`src/design/itoa_pkg.sv`:
```
// Shared constants, types and command/status structs for the integer-to-text block.
package itoa_pkg;

  // Input word and conversion sizes
  localparam int VALUE_BITS  = 32;
  localparam int MAX_DIGITS  = 16;
  localparam int CHAR_SLOTS  = 16;
  localparam int CHAR_W      = 8;
  localparam int CFG_DATA_W  = 64;
  localparam int CFG_IDX_W   = 2;
  localparam int RADIX_W     = 5;
  localparam int DIGIT_W     = $clog2(CHAR_SLOTS);
  localparam int NUM_CELLS   = VALUE_BITS;
  localparam int CELL_IDX_W  = $clog2(NUM_CELLS);
  localparam int BIT_CNT_W   = $clog2(VALUE_BITS);

  // Configuration register indexes
  localparam logic [CFG_IDX_W-1:0] REG_DIGIT_COUNT = 2'd0;
  localparam logic [CFG_IDX_W-1:0] REG_CHARS_LOW   = 2'd1;
  localparam logic [CFG_IDX_W-1:0] REG_CHARS_HIGH  = 2'd2;

  // Characters that may not appear in the alphabet
  localparam logic [CHAR_W-1:0] CHAR_PLUS  = 8'h2B;
  localparam logic [CHAR_W-1:0] CHAR_MINUS = 8'h2D;
  localparam logic [CHAR_W-1:0] CHAR_TAB   = 8'd9;
  localparam logic [CHAR_W-1:0] CHAR_CR    = 8'd13;
  localparam logic [CHAR_W-1:0] CHAR_SPACE = 8'd32;

  typedef enum logic [2:0] {
    ST_IDLE,
    ST_CHECK,
    ST_CONVERT,
    ST_SIGN,
    ST_EMIT
  } state_t;

  // Controller to datapath
  typedef struct packed {
    logic load;
    logic convert;
    logic emit_sign;
    logic emit_digit;
  } ctrl_cmd_t;

  // Datapath to controller
  typedef struct packed {
    logic alpha_ok;
    logic neg;
    logic conv_done;
    logic emit_done;
  } dp_status_t;

endpackage

```
`src/design/itoa_ctrl.sv`:
```
// Sequencer that steps each word through check, conversion and character output.
module itoa_ctrl (
  input  logic                  clk,
  input  logic                  rst,
  input  logic                  start,
  input  itoa_pkg::dp_status_t  status,
  output itoa_pkg::ctrl_cmd_t   cmd,
  output logic                  busy
);

  itoa_pkg::state_t state;
  itoa_pkg::state_t state_next;

  // Hold state
  always_ff @(posedge clk) begin
    if (rst) begin
      state <= itoa_pkg::ST_IDLE;
    end else begin
      state <= state_next;
    end
  end

  // Advance state
  always_comb begin
    state_next = state;
    case (state)
      itoa_pkg::ST_IDLE: begin
        if (start) begin
          state_next = itoa_pkg::ST_CHECK;
        end
      end
      itoa_pkg::ST_CHECK: begin
        state_next = status.alpha_ok ? itoa_pkg::ST_CONVERT : itoa_pkg::ST_IDLE;
      end
      itoa_pkg::ST_CONVERT: begin
        if (status.conv_done) begin
          state_next = status.neg ? itoa_pkg::ST_SIGN : itoa_pkg::ST_EMIT;
        end
      end
      itoa_pkg::ST_SIGN: begin
        state_next = itoa_pkg::ST_EMIT;
      end
      itoa_pkg::ST_EMIT: begin
        if (status.emit_done) begin
          state_next = itoa_pkg::ST_IDLE;
        end
      end
      default: begin
        state_next = itoa_pkg::ST_IDLE;
      end
    endcase
  end

  // Drive datapath commands
  always_comb begin
    cmd  = '0;
    busy = 1'b1;
    case (state)
      itoa_pkg::ST_IDLE: begin
        busy     = 1'b0;
        cmd.load = start;
      end
      itoa_pkg::ST_CHECK: begin
      end
      itoa_pkg::ST_CONVERT: begin
        cmd.convert = 1'b1;
      end
      itoa_pkg::ST_SIGN: begin
        cmd.emit_sign = 1'b1;
      end
      itoa_pkg::ST_EMIT: begin
        cmd.emit_digit = 1'b1;
      end
      default: begin
        busy = 1'b0;
      end
    endcase
  end

endmodule

```
`src/design/itoa_dp.sv`:
```
// Datapath: alphabet check, bit-serial radix conversion cells and output word register.
module itoa_dp (
  input  logic                                  clk,
  input  logic                                  rst,
  input  itoa_pkg::ctrl_cmd_t                   cmd,
  input  logic signed [itoa_pkg::VALUE_BITS-1:0] value,
  input  logic [itoa_pkg::RADIX_W-1:0]          digit_count,
  input  logic [itoa_pkg::CFG_DATA_W-1:0]       digit_chars_low,
  input  logic [itoa_pkg::CFG_DATA_W-1:0]       digit_chars_high,
  output itoa_pkg::dp_status_t                  status,
  output logic [itoa_pkg::CHAR_W-1:0]           text_char,
  output logic                                  last_char,
  output logic                                  strobe
);

  logic [itoa_pkg::CHAR_W-1:0]      alpha [itoa_pkg::CHAR_SLOTS];
  logic [2*itoa_pkg::CFG_DATA_W-1:0] chars_all;
  logic                              alpha_bad;
  logic                              alpha_ok;

  logic [itoa_pkg::VALUE_BITS-1:0]  mag;
  logic                             neg;
  logic [itoa_pkg::BIT_CNT_W-1:0]   bit_cnt;
  logic [itoa_pkg::DIGIT_W-1:0]     cells      [itoa_pkg::NUM_CELLS];
  logic [itoa_pkg::DIGIT_W-1:0]     cells_next [itoa_pkg::NUM_CELLS];
  logic [itoa_pkg::NUM_CELLS-1:0]   nz_next;
  logic [itoa_pkg::CELL_IDX_W-1:0]  top;
  logic [itoa_pkg::CELL_IDX_W-1:0]  top_next;
  logic [itoa_pkg::CELL_IDX_W-1:0]  idx;

  logic [itoa_pkg::NUM_CELLS-1:0]   gen;
  logic [itoa_pkg::NUM_CELLS-1:0]   prop;
  logic [itoa_pkg::NUM_CELLS:0]     carry_sum;
  logic [itoa_pkg::NUM_CELLS:0]     carries;
  logic [itoa_pkg::RADIX_W-1:0]     radix_m1;

  // Unpack the alphabet bytes
  assign chars_all = {digit_chars_high, digit_chars_low};
  always_comb begin
    for (int i = 0; i < itoa_pkg::CHAR_SLOTS; i++) begin
      alpha[i] = chars_all[itoa_pkg::CHAR_W*i +: itoa_pkg::CHAR_W];
    end
  end

  // Check count, forbidden bytes and repeats over the active characters
  always_comb begin
    alpha_bad = (digit_count < itoa_pkg::RADIX_W'(2)) ||
                (digit_count > itoa_pkg::RADIX_W'(itoa_pkg::MAX_DIGITS));
    for (int a = 0; a < itoa_pkg::CHAR_SLOTS; a++) begin
      if (itoa_pkg::RADIX_W'(a) < digit_count) begin
        if (alpha[a] == itoa_pkg::CHAR_PLUS || alpha[a] == itoa_pkg::CHAR_MINUS ||
            alpha[a] == itoa_pkg::CHAR_SPACE ||
            (alpha[a] >= itoa_pkg::CHAR_TAB && alpha[a] <= itoa_pkg::CHAR_CR)) begin
          alpha_bad = 1'b1;
        end
        for (int b = a + 1; b < itoa_pkg::CHAR_SLOTS; b++) begin
          if (itoa_pkg::RADIX_W'(b) < digit_count && alpha[b] == alpha[a]) begin
            alpha_bad = 1'b1;
          end
        end
      end
    end
  end

  // Register the alphabet verdict
  always_ff @(posedge clk) begin
    if (rst) begin
      alpha_ok <= 1'b0;
    end else begin
      alpha_ok <= !alpha_bad;
    end
  end

  // Per-cell generate and propagate for doubling plus incoming bit
  assign radix_m1 = digit_count - itoa_pkg::RADIX_W'(1);
  always_comb begin
    for (int i = 0; i < itoa_pkg::NUM_CELLS; i++) begin
      gen[i]  = {cells[i], 1'b0} >= digit_count;
      prop[i] = {cells[i], 1'b0} == radix_m1;
    end
  end

  // Resolve the cell carries as one add; bit i is the carry into cell i
  assign carry_sum = {1'b0, gen | prop} + {1'b0, gen} +
                     {{itoa_pkg::NUM_CELLS{1'b0}}, mag[itoa_pkg::VALUE_BITS-1]};
  assign carries   = carry_sum ^ {1'b0, gen | prop} ^ {1'b0, gen};

  // Update each digit cell: 2d + c, reduced by the radix on carry out
  always_comb begin
    logic [itoa_pkg::RADIX_W-1:0] t;
    logic [itoa_pkg::RADIX_W-1:0] t_red;
    for (int i = 0; i < itoa_pkg::NUM_CELLS; i++) begin
      t     = {cells[i], carries[i]};
      t_red = t - digit_count;
      cells_next[i] = carries[i+1] ? t_red[itoa_pkg::DIGIT_W-1:0] : t[itoa_pkg::DIGIT_W-1:0];
      nz_next[i]    = cells_next[i] != '0;
    end
  end

  // Grow the top digit position when the cell above turns nonzero
  always_comb begin
    top_next = top;
    if (top != itoa_pkg::CELL_IDX_W'(itoa_pkg::NUM_CELLS - 1)) begin
      if (nz_next[top + itoa_pkg::CELL_IDX_W'(1)]) begin
        top_next = top + itoa_pkg::CELL_IDX_W'(1);
      end
    end
  end

  // Load, convert and walk the digit cells
  always_ff @(posedge clk) begin
    if (cmd.load) begin
      neg     <= value[itoa_pkg::VALUE_BITS-1];
      mag     <= value[itoa_pkg::VALUE_BITS-1] ? (~value + 1'b1) : value;
      bit_cnt <= '0;
      top     <= '0;
      for (int i = 0; i < itoa_pkg::NUM_CELLS; i++) begin
        cells[i] <= '0;
      end
    end else if (cmd.convert) begin
      mag     <= {mag[itoa_pkg::VALUE_BITS-2:0], 1'b0};
      bit_cnt <= bit_cnt + itoa_pkg::BIT_CNT_W'(1);
      top     <= top_next;
      idx     <= top_next;
      for (int i = 0; i < itoa_pkg::NUM_CELLS; i++) begin
        cells[i] <= cells_next[i];
      end
    end else if (cmd.emit_digit) begin
      idx <= idx - itoa_pkg::CELL_IDX_W'(1);
    end
  end

  // Register the output word
  always_ff @(posedge clk) begin
    if (rst) begin
      strobe <= 1'b0;
    end else begin
      strobe <= cmd.emit_sign || cmd.emit_digit;
    end
    text_char <= cmd.emit_sign ? itoa_pkg::CHAR_MINUS : alpha[cells[idx]];
    last_char <= cmd.emit_digit && (idx == '0);
  end

  assign status.alpha_ok  = alpha_ok;
  assign status.neg       = neg;
  assign status.conv_done = bit_cnt == itoa_pkg::BIT_CNT_W'(itoa_pkg::VALUE_BITS - 1);
  assign status.emit_done = idx == '0;

  // The topmost cell never overflows during conversion
  a_no_top_carry: assert property (@(posedge clk) disable iff (rst)
    cmd.convert |-> !carries[itoa_pkg::NUM_CELLS])
    else $error("carry out of the top digit cell");

  // A sign word is a minus and never ends the text
  a_sign_word: assert property (@(posedge clk) disable iff (rst)
    cmd.emit_sign |=> strobe && text_char == itoa_pkg::CHAR_MINUS && !last_char)
    else $error("sign word malformed");

  // The lowest digit closes the text
  a_last_digit: assert property (@(posedge clk) disable iff (rst)
    cmd.emit_digit && idx == '0 |=> strobe && last_char)
    else $error("final digit not marked last");

endmodule

```
`src/design/integer_to_text_any_base.sv`:
```
// Top level: configuration registers, sequencer and conversion datapath.
// The first character on the ports is the minus on a negative value, else the top digit.
// A new value is taken only while idle, after the previous one is done; the 32-step
//   bit-serial conversion through the digit cells runs before any character is emitted.
// An invalid alphabet ends the value after the check state with no words.
// Reset clears the sequencer, output strobe and all configuration registers (alphabet invalid).
module integer_to_text_any_base (
  input  logic                                   clk,
  input  logic                                   rst,
  input  logic                                   start,
  output logic                                   busy,
  input  logic signed [itoa_pkg::VALUE_BITS-1:0] value,
  input  logic                                   cfg_we,
  input  logic [itoa_pkg::CFG_IDX_W-1:0]         cfg_index,
  input  logic [itoa_pkg::CFG_DATA_W-1:0]        cfg_data,
  output logic [itoa_pkg::CHAR_W-1:0]            text_char,
  output logic                                   last_char,
  output logic                                   strobe
);

  logic [itoa_pkg::RADIX_W-1:0]    digit_count;
  logic [itoa_pkg::CFG_DATA_W-1:0] digit_chars_low;
  logic [itoa_pkg::CFG_DATA_W-1:0] digit_chars_high;
  itoa_pkg::ctrl_cmd_t             cmd;
  itoa_pkg::dp_status_t            status;

  // Write configuration registers
  always_ff @(posedge clk) begin
    if (rst) begin
      digit_count      <= '0;
      digit_chars_low  <= '0;
      digit_chars_high <= '0;
    end else if (cfg_we) begin
      case (cfg_index)
        itoa_pkg::REG_DIGIT_COUNT: digit_count      <= cfg_data[itoa_pkg::RADIX_W-1:0];
        itoa_pkg::REG_CHARS_LOW:   digit_chars_low  <= cfg_data;
        itoa_pkg::REG_CHARS_HIGH:  digit_chars_high <= cfg_data;
        default: begin
        end
      endcase
    end
  end

  itoa_ctrl u_ctrl (
    .clk    (clk),
    .rst    (rst),
    .start  (start),
    .status (status),
    .cmd    (cmd),
    .busy   (busy)
  );

  itoa_dp u_dp (
    .clk              (clk),
    .rst              (rst),
    .cmd              (cmd),
    .value            (value),
    .digit_count      (digit_count),
    .digit_chars_low  (digit_chars_low),
    .digit_chars_high (digit_chars_high),
    .status           (status),
    .text_char        (text_char),
    .last_char        (last_char),
    .strobe           (strobe)
  );

endmodule
```
`config.mk`:
```
export PLATFORM = sky130hd
export DESIGN_NAME = integer_to_text_any_base
export DESIGN_NICKNAME = d
export VERILOG_FILES = /design/src/design/itoa_pkg.sv /design/src/design/itoa_ctrl.sv /design/src/design/itoa_dp.sv /design/src/design/integer_to_text_any_base.sv
export SDC_FILE = /design/constraint.sdc
export NUM_CORES = 2
export LEC_CHECK = 0
export BUFFER_PORTS_ARGS = -buffer_cell sky130_fd_sc_hd__buf_2
export CAP_MARGIN = 20
export CORE_MARGIN = 8
export CORE_UTILIZATION = 25
export DETAILED_ROUTE_END_ITERATION = 10
export PLACE_DENSITY = 0.48
export SETUP_SLACK_MARGIN = 0.4
export SKIP_CTS_REPAIR_TIMING = 1
export SLEW_MARGIN = 30
export SYNTH_ARGS = -nofsm -noshare
export SYNTH_HDL_FRONTEND = slang
export SYNTH_SLANG_ARGS = --single-unit
```
`constraint.sdc`:
```
create_clock -name clk -period 15.51 [get_ports clk]
set_input_delay 3.102 -clock clk [delete_from_list [all_inputs] [get_ports clk]]
set_output_delay 3.102 -clock clk [all_outputs]
set_load 0.02 [all_outputs]
```
==> impl.org <==
** Run status
- Run status :: finished, final reports clean

** Floorplanning
- Std-Cell Rows :: 144
- Initial standard-cell utilization of the core :: 25.1%
- IO Count :: 113
- Height of the die :: 409 um
- The die covers 167,000 um2.
- Width of the die :: 409 um
- The floorplan step defined a core boundary enclosing 154,000 um2.

** Place
- The wire-length estimate of the detail-placed layout is 106,000 um.
- At the end of routability-driven placement, the weighted congestion stood at 0.951.
- Once placement completed, the tool counted placed cells totaling 6,547.
- Minimum setup slack after placement :: 7530 ps
- Input and output buffers added on the ports amount to 112.
- Summing all placed instances gives a cell area of 41,500 um2.

** Routing
- Met1 WL :: 69,500 um
- Summed over all layers, the routed wires come to 163,000 um.
- The routed design uses 14,900 um of met3 wire.
- Met2 routed WL :: 71,600 um
- In the routed design, unresolved DRC markers number 0.
- Routed signal wires occupy layers up through met4.
- Initial DRT Pass Iterations :: 9
- Number of nets still failing antenna checks after routing :: 0
- The detailed router placed 35,900 vias in this run.
- Count of routing violations after the opening detailed-route iteration :: 3,746
- Per-cell routed wire length :: 24.5 um
- Via density per instance :: 5.41

** Timing
- On the final layout, the worst clock skew is 25.4 ps.
- Total negative setup slack :: 0 ps
- Subtracting the final worst setup slack from the clock period gives 8070 ps.
- Post-route fraction of the period consumed by the critical path :: 52.0%
- At the pin with the least slew margin, the transition time is 1020 ps.
- In this run the tightest slew margin relative to its limit is 31.7%.
- The final hold violation count is 0.
- Total count of max-transition violations in the final report :: 0
- Setup violations remaining at the end of the flow were counted as 0.
- Unrepaired setup endpoints after global routing :: false
- Max Clk Rate :: 124 MHz
- Once routing completed, OpenROAD measured the worst setup slack at 7440 ps.
- Smallest hold slack :: 455 ps

** Clocking
- Max clock buf depth :: 3
- Clk Latency, worst-skew pair :: 630 ps
- The tree built by TritonCTS fans out to 328 sinks.
- In this run, CTS created clock tree buffers numbering 44.
- Library cell used as clock root buffer :: sky130_fd_sc_hd__clkbuf_16
- The clock tree synthesis step divided the H-tree into 2 levels.
- TritonCTS built the clock tree.
- Clock-pin slew was measured on the worst setup and hold paths at 60 ps.

** Finish
- Excluding fillers, the count of instances in the completed layout stands at 6,632.
- Fin util :: 28.1%
- Net count reported at finish :: 4,854
- Cells with a size suffix above 1 make up 11.5% of the layout.
- Final std cell area, no fill :: 43,200 um2
- Compared with the post-synthesis result, the final layout area differs by 12.0%.

** Power and ir drop
- Clock Power Share :: 17.3%
- Peak supply drop :: 0.000205 V
- Cell internal power was estimated by the tool at 3.54 mW.
- In this run, flip-flops and latches consume 23.6% of the power.
- In this run the static leakage power is 16.3 nW.
- Combinational logic is responsible for 59.1% of the overall power.
- Sw frac :: 47.8%
- In this run the power spent charging and discharging nets is 3.24 mW.
- Total Power Consumption :: 6.78 mW
- Cell area power density :: 157 nW/um2

** Synthesis
- Counting flops with a built-in enable in the synthesized netlist gives 166.
- The synthesized design spends more area on one cell type than any other, namely sky130_fd_sc_hd__xnor2_1.
- Distinct cell type count after synthesis :: 115
- Most used standard cells in the synthesized netlist :: 746 x sky130_fd_sc_hd__xnor2_1, 456 x sky130_fd_sc_hd__nand2_1, 441 x sky130_fd_sc_hd__xor2_1, 307 x sky130_fd_sc_hd__a21oi_1, 241 x sky130_fd_sc_hd__clkbuf_1
- Among all flip-flop cells after synthesis, the most frequent one is sky130_fd_sc_hd__edfxtp_1.
- Synth warn :: 0
- Synthesis inferred 328 register bits.
- Of all flip-flops after synthesis, the portion carrying an async set or reset was 0%.
- The number of nets in the synthesized netlist is 4,923.
- Netlist Area Pre-Place :: 38,600 um2
- Dividing the synthesized area by the synthesized cell count gives 8.35 um2.
- Of the synthesized area, sequential elements account for 21.3%.
- Of the post-synthesis cell area, the dominant cell type holds 16.9%.
- Among all cell types in the netlist, the one instantiated most often is sky130_fd_sc_hd__xnor2_1.
- After synthesis, the cell types taking the most area are sky130_fd_sc_hd__xnor2_1 17%, sky130_fd_sc_hd__edfxtp_1 13%, sky130_fd_sc_hd__xor2_1 10%.
- The cell count after synthesis came out at 4,618.

** Worst setup path
- The critical path starts at digit_count[1].
- Critical Path AT :: 8420 ps
- The worst setup path is captured at a register.
- The worst setup path is launched from a register.
- The worst register-to-register path has a depth of 22.
- Critical setup path kind :: reg -> reg
- Required time at the endpoint of the critical path :: 15,860 ps
- Minimum setup slack among reg-to-reg paths :: 7440 ps
- R2R Path Start :: digit_count[1]
- Along the worst path, the maximum fanout reaches 19.
- Critical path endpoint :: u_dp.idx[2]
- The endpoint identified for the worst register-to-register timing path is u_dp.idx[2].

** Global route
- Initial antenna violation count :: 17
- Global-route usage over all layers :: 18.5%
- Vias in the first global route :: 34,800
- Residual overflow from global routing :: 0
- First-pass GRT wire length :: 239,000 um
- Entering global routing, the biggest net connects 80 pins.

** Hold path
- Hold Path Class :: reg -> reg

** Flow run
- Number of max-capacitance violations reported :: 0
[how the worst min path moves through the flow]
| stage | end | slack (ps) | startpoint | depth (start not counted) |
|---|---|---|---|---|
| floorplan | u_dp.bit_cnt[4] | 440 | u_dp.bit_cnt[4] | 2 |
| detailed placement | digit_chars_low[49] | 450 | digit_chars_low[49] | 2 |
| global placement | digit_chars_high[55] | 440 | digit_chars_high[55] | 2 |
| finish | digit_chars_high[4] | 450 | digit_chars_high[4] | 2 |
| global route | digit_chars_high[55] | 470 | digit_chars_high[55] | 2 |
| CTS | digit_chars_low[49] | 460 | digit_chars_low[49] | 2 |
[layer usage]
layer,vias to the layer above,track usage [%]
met5,-,0
met1,17600,24.8
li1,16200,-
met4,0,6.81
met3,387,3.98
met2,1735,29.0
[kinds of logic (layout without fill, tap and decap cells)]
kind of cell | after synthesis | in the layout | share of synthesized area (%)
AOI/OAI and AO/OA | 778 | 778 | 13.2
buffers and inverters | 507 | 472 | 5.19
muxes | 178 | 178 | 6.09
DFF | 328 | 328 | 21.3
adders and majority gates | 203 | 203 | 7.21
other | 0 | 5 | 0
xor gates and xnor gates | 1210 | 1210 | 28.3
and+or+nand+nor | 1414 | 1414 | 18.7
[power groups by stage]
stage                     clock [mW]  combinational (mW)  sequential, mW
after floorplan                    0                2.81            1.49
after global placement             0                3.91            1.61
after detailed placement           0                3.93            1.61
after CTS                       1.21                3.96            1.59
after global routing            1.24                4.34            1.63
final                           1.17                4.00            1.60
[registers in the layout (all words and copies together) (netlist names), 5 cells and up, named ones only]
register          cells
digit_chars_high     64
u_dp.top              5
u_dp.bit_cnt          5
digit_chars_low      64
digit_count           5
u_dp.idx              5
u_dp.mag             32
u_dp.text_char        8
u_dp.cells          128
[worst max-delay path, cell delays in order (launching register included)]
cell and delay [ps]:
sky130_fd_sc_hd__dfxtp_1 430, sky130_fd_sc_hd__inv_4 360, sky130_fd_sc_hd__ha_2 570, sky130_fd_sc_hd__nor3b_4 590, sky130_fd_sc_hd__buf_4 410, sky130_fd_sc_hd__xnor3_1 280, sky130_fd_sc_hd__nor3_2 310, sky130_fd_sc_hd__nor4b_2 490
sky130_fd_sc_hd__nor2_1 100, sky130_fd_sc_hd__a211oi_2 460, sky130_fd_sc_hd__nor2_1 320, sky130_fd_sc_hd__o41a_1 690, sky130_fd_sc_hd__ha_1 270, sky130_fd_sc_hd__inv_1 90, sky130_fd_sc_hd__fa_1 440, sky130_fd_sc_hd__or4b_2 680
sky130_fd_sc_hd__o211ai_1 160, sky130_fd_sc_hd__or3_1 130, sky130_fd_sc_hd__a221o_1 260, sky130_fd_sc_hd__a41o_2 340, sky130_fd_sc_hd__a211oi_4 60, sky130_fd_sc_hd__xnor2_1 220, sky130_fd_sc_hd__a21oi_1 90
[area by class of cell]
cell class,instances,area [um2]
diodes,5,12.5
clock buffers,58,1280
clock inverters,22,340
fillers,16400,111000
inverters,93,352
multi-input cells,3783,28400
flip-flops and latches,328,8240
well taps,2044,2560
repair buffers,299,1970
[placed cells by master, fill, tap and decap left out, types with 60 or more instances in the layout]
master / netlist / routed
sky130_fd_sc_hd__nor3_1: 124 / 124
sky130_fd_sc_hd__dfxtp_1: 162 / 154
sky130_fd_sc_hd__mux2i_1: 122 / 119
sky130_fd_sc_hd__nand2_1: 456 / 455
sky130_fd_sc_hd__nand3_1: 89 / 89
sky130_fd_sc_hd__edfxtp_1: 166 / 166
sky130_fd_sc_hd__xnor2_1: 746 / 745
sky130_fd_sc_hd__a21o_1: 60 / 60
sky130_fd_sc_hd__buf_2: 20 / 111
sky130_fd_sc_hd__xor2_1: 441 / 441
sky130_fd_sc_hd__a211oi_1: 74 / 73
sky130_fd_sc_hd__nor2_1: 193 / 192
sky130_fd_sc_hd__nor4_1: 156 / 156
sky130_fd_sc_hd__a21oi_1: 307 / 305
sky130_fd_sc_hd__inv_1: 84 / 83
sky130_fd_sc_hd__nand4_1: 163 / 163
sky130_fd_sc_hd__ha_1: 171 / 170
sky130_fd_sc_hd__o21ai_0: 109 / 107
sky130_fd_sc_hd__buf_4: 12 / 186
(Power assumes the default switching activity.)
